--- src/hdl/pa_pkg.sv ---
// ----------------------------------------------------------------------------
// pa_pkg: shared types and constants for the positional array block
// Request codes, fixed field widths and the default capacity.
// ----------------------------------------------------------------------------
package pa_pkg;

    // fixed field widths
    localparam int POS_W  = 11;
    localparam int WORD_W = 32;

    // default number of stored words
    localparam int CAPACITY_DEF = 1024;

    // request kinds
    typedef enum logic [1:0] {
        REQ_READ   = 2'd0,
        REQ_SET    = 2'd1,
        REQ_INSERT = 2'd2,
        REQ_REMOVE = 2'd3
    } req_t;

endpackage

--- src/hdl/pa_ctrl.sv ---
// ----------------------------------------------------------------------------
// pa_ctrl: request sequencer for the positional array
// Checks each request, walks one shared index stepper over the RAM to move
// words up or down one per cycle, and registers the result beat.
// ----------------------------------------------------------------------------
module pa_ctrl #(
    parameter int CAPACITY = pa_pkg::CAPACITY_DEF
) (
    input  logic                        clk,
    input  logic                        rst_n,
    // request side
    input  logic                        start,
    input  logic [1:0]                  req_type,
    input  logic [pa_pkg::POS_W-1:0]    position,
    input  logic signed [pa_pkg::WORD_W-1:0] value,
    output logic                        busy,
    // result side
    output logic                        done,
    output logic                        ok,
    output logic signed [pa_pkg::WORD_W-1:0] read_value,
    output logic [pa_pkg::POS_W-1:0]    count,
    // RAM port
    output logic                        ram_we,
    output logic [$clog2(CAPACITY)-1:0] ram_waddr,
    output logic [pa_pkg::WORD_W-1:0]   ram_wdata,
    output logic                        ram_re,
    output logic [$clog2(CAPACITY)-1:0] ram_raddr,
    input  logic [pa_pkg::WORD_W-1:0]   ram_rdata
);

    import pa_pkg::*;

    localparam int ADDR_W = $clog2(CAPACITY);
    localparam int CNT_W  = $clog2(CAPACITY + 1);
    localparam int CMP_W  = (CNT_W > POS_W) ? CNT_W : POS_W;

    typedef enum logic [2:0] {
        S_IDLE,
        S_EXEC,
        S_SHIFT,
        S_RDATA,
        S_FIN
    } state_t;

    state_t                    state_reg, state_next;
    req_t                      req_reg, req_next;
    logic [POS_W-1:0]          pos_reg, pos_next;
    logic [WORD_W-1:0]         value_reg, value_next;
    logic [CNT_W-1:0]          cnt_reg, cnt_next;
    logic [CNT_W-1:0]          idx_reg, idx_next;
    logic [ADDR_W-1:0]         dst_reg, dst_next;
    logic                      pend_reg, pend_next;
    logic                      done_reg, done_next;
    logic                      ok_reg, ok_next;
    logic [WORD_W-1:0]         rdval_reg, rdval_next;
    logic [POS_W-1:0]          count_reg, count_next;

    logic [CMP_W-1:0]          pos_ext;
    logic [CMP_W-1:0]          cnt_ext;
    logic [CMP_W-1:0]          idx_ext;
    logic [CNT_W-1:0]          idx_step;
    logic                      in_range;
    logic                      can_ins;
    logic                      more;

    // shared index stepper: down for insert, up for remove
    assign idx_step = (req_reg == REQ_INSERT) ? idx_reg - CNT_W'(1) : idx_reg + CNT_W'(1);

    // range checks
    assign pos_ext  = CMP_W'(pos_reg);
    assign cnt_ext  = CMP_W'(cnt_reg);
    assign idx_ext  = CMP_W'(idx_reg);
    assign in_range = pos_ext < cnt_ext;
    assign can_ins  = (cnt_reg != CNT_W'(CAPACITY)) && (pos_ext <= cnt_ext);
    assign more     = (req_reg == REQ_INSERT) ? (idx_ext > pos_ext)
                                              : (CMP_W'(idx_step) < cnt_ext);

    // next-state and RAM control
    always_comb
    begin
        state_next = state_reg;
        req_next   = req_reg;
        pos_next   = pos_reg;
        value_next = value_reg;
        cnt_next   = cnt_reg;
        idx_next   = idx_reg;
        dst_next   = dst_reg;
        pend_next  = 1'b0;
        done_next  = 1'b0;
        ok_next    = ok_reg;
        rdval_next = rdval_reg;
        count_next = count_reg;
        ram_we     = 1'b0;
        ram_waddr  = ADDR_W'(pos_ext);
        ram_wdata  = value_reg;
        ram_re     = 1'b0;
        ram_raddr  = ADDR_W'(pos_ext);

        case (state_reg)
            S_IDLE:
            begin
                if (start)
                begin
                    req_next   = req_t'(req_type);
                    pos_next   = position;
                    value_next = value;
                    state_next = S_EXEC;
                end
            end

            S_EXEC:
            begin
                // default: rejected request, report at once
                state_next = S_IDLE;
                done_next  = 1'b1;
                ok_next    = 1'b0;
                rdval_next = '0;
                count_next = POS_W'(cnt_reg);
                case (req_reg)
                    REQ_READ:
                    begin
                        if (in_range)
                        begin
                            ram_re     = 1'b1;
                            done_next  = 1'b0;
                            state_next = S_RDATA;
                        end
                    end
                    REQ_SET:
                    begin
                        if (in_range)
                        begin
                            ram_we  = 1'b1;
                            ok_next = 1'b1;
                        end
                    end
                    REQ_INSERT:
                    begin
                        if (can_ins)
                        begin
                            idx_next   = cnt_reg;
                            done_next  = 1'b0;
                            state_next = S_SHIFT;
                        end
                    end
                    REQ_REMOVE:
                    begin
                        if (in_range)
                        begin
                            idx_next   = CNT_W'(pos_ext);
                            done_next  = 1'b0;
                            state_next = S_SHIFT;
                        end
                    end
                    default:
                    begin
                        state_next = S_IDLE;
                    end
                endcase
            end

            S_SHIFT:
            begin
                // retire the word fetched last cycle
                if (pend_reg)
                begin
                    ram_we    = 1'b1;
                    ram_waddr = dst_reg;
                    ram_wdata = ram_rdata;
                end
                // fetch the next word to move
                if (more)
                begin
                    ram_re    = 1'b1;
                    ram_raddr = idx_step[ADDR_W-1:0];
                    dst_next  = idx_reg[ADDR_W-1:0];
                    idx_next  = idx_step;
                    pend_next = 1'b1;
                end
                else if (!pend_reg)
                begin
                    state_next = S_FIN;
                end
            end

            S_RDATA:
            begin
                done_next  = 1'b1;
                ok_next    = 1'b1;
                rdval_next = ram_rdata;
                count_next = POS_W'(cnt_reg);
                state_next = S_IDLE;
            end

            S_FIN:
            begin
                if (req_reg == REQ_INSERT)
                begin
                    ram_we   = 1'b1;
                    cnt_next = cnt_reg + CNT_W'(1);
                end
                else
                begin
                    cnt_next = cnt_reg - CNT_W'(1);
                end
                done_next  = 1'b1;
                ok_next    = 1'b1;
                rdval_next = '0;
                count_next = POS_W'(cnt_next);
                state_next = S_IDLE;
            end

            default:
            begin
                state_next = S_IDLE;
            end
        endcase
    end

    // state and registered outputs
    always_ff @(posedge clk or negedge rst_n)
    begin
        if (!rst_n)
        begin
            state_reg <= S_IDLE;
            cnt_reg   <= '0;
            pend_reg  <= 1'b0;
            done_reg  <= 1'b0;
        end
        else
        begin
            state_reg <= state_next;
            cnt_reg   <= cnt_next;
            pend_reg  <= pend_next;
            done_reg  <= done_next;
        end
    end

    // payload registers
    always_ff @(posedge clk)
    begin
        req_reg   <= req_next;
        pos_reg   <= pos_next;
        value_reg <= value_next;
        idx_reg   <= idx_next;
        dst_reg   <= dst_next;
        ok_reg    <= ok_next;
        rdval_reg <= rdval_next;
        count_reg <= count_next;
    end

    assign busy       = (state_reg != S_IDLE);
    assign done       = done_reg;
    assign ok         = ok_reg;
    assign read_value = rdval_reg;
    assign count      = count_reg;

endmodule

--- config.mk ---
export PLATFORM = sky130hd
export DESIGN_NAME = pa_ctrl
export DESIGN_NICKNAME = d
export VERILOG_FILES = /design/src/hdl/pa_pkg.sv /design/src/hdl/pa_ctrl.sv
export SDC_FILE = /design/constraint.sdc
export NUM_CORES = 1
export LEC_CHECK = 0
export CORE_MARGIN = 2
export CORE_UTILIZATION = 60
export DETAILED_ROUTE_END_ITERATION = 8
export DONT_BUFFER_PORTS = 1
export GPL_TIMING_DRIVEN = 1
export PLACE_DENSITY_LB_ADDON = 0.05
export SLEW_MARGIN = 5
export SYNTH_ARGS = -nofsm -noshare
export SYNTH_HDL_FRONTEND = slang
export SYNTH_SLANG_ARGS = --single-unit
--- constraint.sdc ---
create_clock -name clk -period 13.4 [get_ports clk]
set_input_delay 2.68 -clock clk [delete_from_list [all_inputs] [get_ports clk]]
set_output_delay 2.68 -clock clk [all_outputs]
set_load 0.01 [all_outputs]
# --- Word-level counts from Yosys, hierarchy flattened ---
# Index checks and enable logic that the tools add are counted.
totals:
  register_bits: 126
  inputBits: 80
  output_inout_bits: 100
  word_cells: 89
classes:
  addsub: 4
  n_lt_le_gt_ge: 4
  n_eq_ne: 15
  muxes: 38
  reduce_logical: 16
ops:
  columns: ["cell", "n"]
  rows:
  - ["$pmux 11 s2", 3]
  - ["$mux 32", 2]
  - ["$pmux 32 s2", 1]
  - ["$mux 11", 5]
  - ["$mux 10", 4]
  - ["$add 11x1->11 const B", 2]
  - ["$lt 11x11->1", 2]
  - ["$sub 11x1->11 const B", 2]
  - ["$gt 11x11->1", 1]
  - ["$le 11x11->1", 1]
  - ["$ne 11x11->1 const B", 1]
  - ["$mux 1", 10]
  - ["$mux 3", 3]
  - ["$ne 3x3->1 const B", 3]
  - ["$pmux 3 s3", 1]
  - ["$ne 2x2->1 const B", 4]
  - ["$pmux 1 s2", 4]
  - ["$reduce_bool 2->1", 4]
  - ["$reduce_or 2->1", 4]
  - ["$eq 3x2->1 const B", 2]
  - ["$mux 2", 3]
  - ["$pmux 2 s3", 1]
  - ["$reduce_and 5->1", 1]
  - ["$eq 2x2->1 const B", 2]
  - ["other kinds (10)", 11]

# --- Depth between registers and ports, before layout ---
depth:
  depth_word: 6
  depth_mapped: 20
  ltp_nobuf: 16

# --- Worst setup path after synthesis ---
# No wires, ideal clock.
synth_path:
  kind: "reg-to-output"
  startpoint: "reg req_reg[0]"
  endpoint: "out ram_raddr[5]"
  arrival_ns: 4.321
  required_time_ns: 10.720
  setup_slack_ns: 6.399
  stages_incl_launch_ff: 21
  n_path_buf: 4
  cell_sequence: "edfxtp_1 -> inv_1 -> ha_1 -> buf_4 -> buf_4 -> clkbuf_1 -> xor2_1 -> ha_1 -> and3b_1 -> o21ai_0 -> a32oi_1 -> a21oi_1 -> xor2_1 -> ha_1 -> nand2_1 -> nor2_1 -> a2111oi_0 -> a21oi_1 -> o22ai_2 -> buf_4 -> mux2_2"
synth_between:
  elab_chain_len: 6
synth_lines:
  columns: ["element", "line_no", "source"]
  rows:
  - ["start: declaration", "pa_ctrl.sv:46", "req_t req_reg, req_next;"]
  - ["start signal: assignment", "pa_ctrl.sv:242", "req_reg <= req_next;"]
  - ["$eq 2x2->1 (*)", "pa_ctrl.sv:67, pa_ctrl.sv:75", null]
  - ["$mux 11", "pa_ctrl.sv:67", "assign idx_step = (req_reg == REQ_INSERT) ? idx_reg - CNT_W'(1) : idx_reg + CNT_W'(1);"]
  - ["$lt 11x11->1", "pa_ctrl.sv:76", ": (CMP_W'(idx_step) < cnt_ext);"]
  - ["$mux 1", "pa_ctrl.sv:75", "assign more = (req_reg == REQ_INSERT) ? (idx_ext > pos_ext)"]
  - ["$mux 10 (*)", "pa_ctrl.sv:172", "if (more)"]
  - ["$mux 10 (*)", "pa_ctrl.sv:99", "case (state_reg)"]
  - ["end: declaration", "pa_ctrl.sv:27", "output logic [$clog2(CAPACITY)-1:0] ram_raddr,"]
# Every way passes the cells marked *; elsewhere a longest branch is shown, timed or not.

# --- Worst setup path in the final report ---
layout_path:
  startpoint: "reg req_reg[0]"
  endpoint: "out ram_raddr[8]"
# The elaborated chain is that of the path after synthesis.

==> run metrics <==
status=finished, final reports clean; Slew Limit Fails=0; Mean Syn Cell Area=11.9 µm²; slowest CP cell=o41ai_1; Crit path largest cell delay=0.63 ns; final setup vio count=0; worst skew pair latency=0.42 ns; GR Util met1=32.8%; hold buffer count at CTS=0; power per cell area=272 mW/mm²; gr usage total=25.1%; io pins=180; grt total ovfl=0; Area growth syn-to-layout=8.88%; fin worst setup slack=5.22 ns; R2R depth=16; I/O Buffers=0; R2R Setup Slk=7.73 ns; CTS root buffer=clkbuf_16; Hold Fails Final Rpt=0; GR peak layer=met2; ys flop type=edfxtp_1; worst endpoint data arrival time=5.50 ns; DRT Wirelength=15.8 mm; fin crit share=61.1%; CP Buf/Inv Count=4; Fmax=122 MHz; CP Depth=16; initial cell density of the core=61.7%; drt first pass iters=4; CP required=10.72 ns; Die Width=113 µm; largest delay contributor family on the critical path=compound AO/OA/AOI/OAI gates; worst setup path end=ram_raddr[8]; H-tree levels=4; multi-input logic area=0.00309 mm²; TritonCTS Sinks=126; overall power=0.00209 W; Worst Skew=0.0153 ns; fillcell total=837; proportion of layout cells with a drive suffix above 1=15.2%; core area=0.0115 mm²; Placed Cells=706; Worst Setup SP=req_reg[0]; Die Area=0.0127 mm²; post-cts sizing count=0; FFs w/ async S/R, synth=12.7%; Mapped Nets=721; #FFs+latches synth=126; Critical Path Start Type=flop; Pleak=3.03 nW; Final Critical Period=8.18 ns; row count=39; CTS tree=done; Ys Warns=0; Worst Tran Pin Value=1.11 ns; routability cong.=0.875; initial antenna violation count=0; vias per cell=6.36; maximum VDD drop=155 µV; pre-CTS WS=5.77 ns; postcts setup bufs=0; HPWL after DPL=11.2 mm; CP Cell Sequence=inv_1 -> ha_1 -> buf_4 -> inv_1 -> o41ai_1 -> or2_2 -> a211oi_1 -> xor2_1 -> ha_1 -> nand2_1 -> nor2_1 -> a2111oi_0 -> a21oi_1 -> o22ai_2 -> buf_4 -> mux2_2; Max clock buf depth=2; post-layout util=67.2%; unrepaired setup endpoints after global routing=no; CP Max Fanout=37; Critical R2R Launch=req_reg[0]; Distinct cells, synth=72; Setup crit end kind=output pin; Register Area=0.00370 mm²; TritonCTS Buffers=17; most frequent cells in the layout=110 x edfxtp_1, 46 x ha_1, 40 x mux2_2; R2R Path End=idx_ext[6]; largest net degree at the start of global routing=55; DRT iter0 DRCs=281; remaining routing DRC violations=0; met2 GRT Util=39.5%; final std cells w/o fill=737; Hold WC Path Type=flop to flop; first-pass GRT wire length=24.7 mm; Wirelength per Cell=21.4 µm; global-route met3 utilization=8.32%; MaxCap Viol Count=0; ANT cells=0; post-synthesis sequential area ratio=52.4%; WS Path Type=flop to output pin; Post-synth EDFFs=110; relative slew slack=26.3%; number of global-route vias before repair=4656; detailed-route via count=4685; cell area after synthesis=0.00707 mm²; post-synthesis cell count=594; post-route ant nets=0; # nets final=709; most common cell after layout, fill and taps aside=edfxtp_1; Die H=113 µm; total negative setup slack=0 ns; Clock transition at path regs=0.06 ns
synth_stat cells (5+ instances only):
master	n	area share, %
nand2b_1	5	0.44
xnor2_1	18	2.2
o211ai_1	5	0.53
and3_1	35	3.1
dfrtp_1	16	5.7
a21oi_1	23	1.6
xor2_1	9	1.1
mux2i_1	12	1.7
buf_4	5	0.53
a21o_1	15	1.6
nand3_1	8	0.57
nand2_1	36	1.9
mux2_2	40	6.4
clkbuf_1	21	1.1
edfxtp_1	110	47
nand4_1	6	0.53
inv_1	30	1.6
buf_2	5	0.35
a211oi_1	7	0.74
nor3_1	9	0.64
ha_1	46	8.1
nor2_1	25	1.3
nor2b_1	7	0.62
o21ai_0	31	2.2
through the flow:
stage	hold slack (ns)	instance area, µm²
global placement	0.408	7120
global route	0.447	7700
floorplan	0.399	7070
finish	0.425	7700
CTS	0.429	7700
detailed placement	0.411	7120
worst min-delay path by stage:
stage	start	endpoint	slack (ns)	cells after the start
final	pend_reg	state_reg[2]	0.42	1
after global routing	pend_reg	state_reg[2]	0.45	1
after CTS	pend_reg	state_reg[2]	0.43	1
after detailed placement	pend_reg	state_reg[2]	0.41	1
after global placement	pend_reg	state_reg[2]	0.41	1
after floorplan	pend_reg	state_reg[2]	0.40	1
layer usage:
metal	share of wire (%)	vias to the layer above	wire [µm]
met5	0	-	0
met4	2.1	0	335
met3	7.4	33	1160
met2	48	202	7570
met1	43	2257	6740
li1	-	2193	-
kinds of logic (layout without fill, tap and decap cells):
group                      count (synthesis)  count (layout)  share of synthesized area [%]
and+or+nand+nor                          156             156                           12.0
buffers and inverters                     66              66                           3.98
DFF                                      126             126                           52.4
xor gates and xnor gates                  27              27                           3.34
AOI/OAI and AO/OA                        119             119                           11.7
adders and majority gates                 47              47                           8.42
muxes                                     53              53                           8.28
final cells by class:
class                           count  area share [%]
Inverter                           30            1.46
Multi-Input combinational cell    402            40.1
Clock inverter                     12            1.88
Clock buffer                       19            5.62
Sequential cell                   126            48.1
Timing Repair Buffer                5           0.487
Tap cell                          143            2.32
power breakdown:
part	internal [W]	switching, W
Combinational	0.000323	0.000493
Clock	0.000289	0.000163
Sequential	0.000662	0.000165
Power figures use the tool's default switching activity.
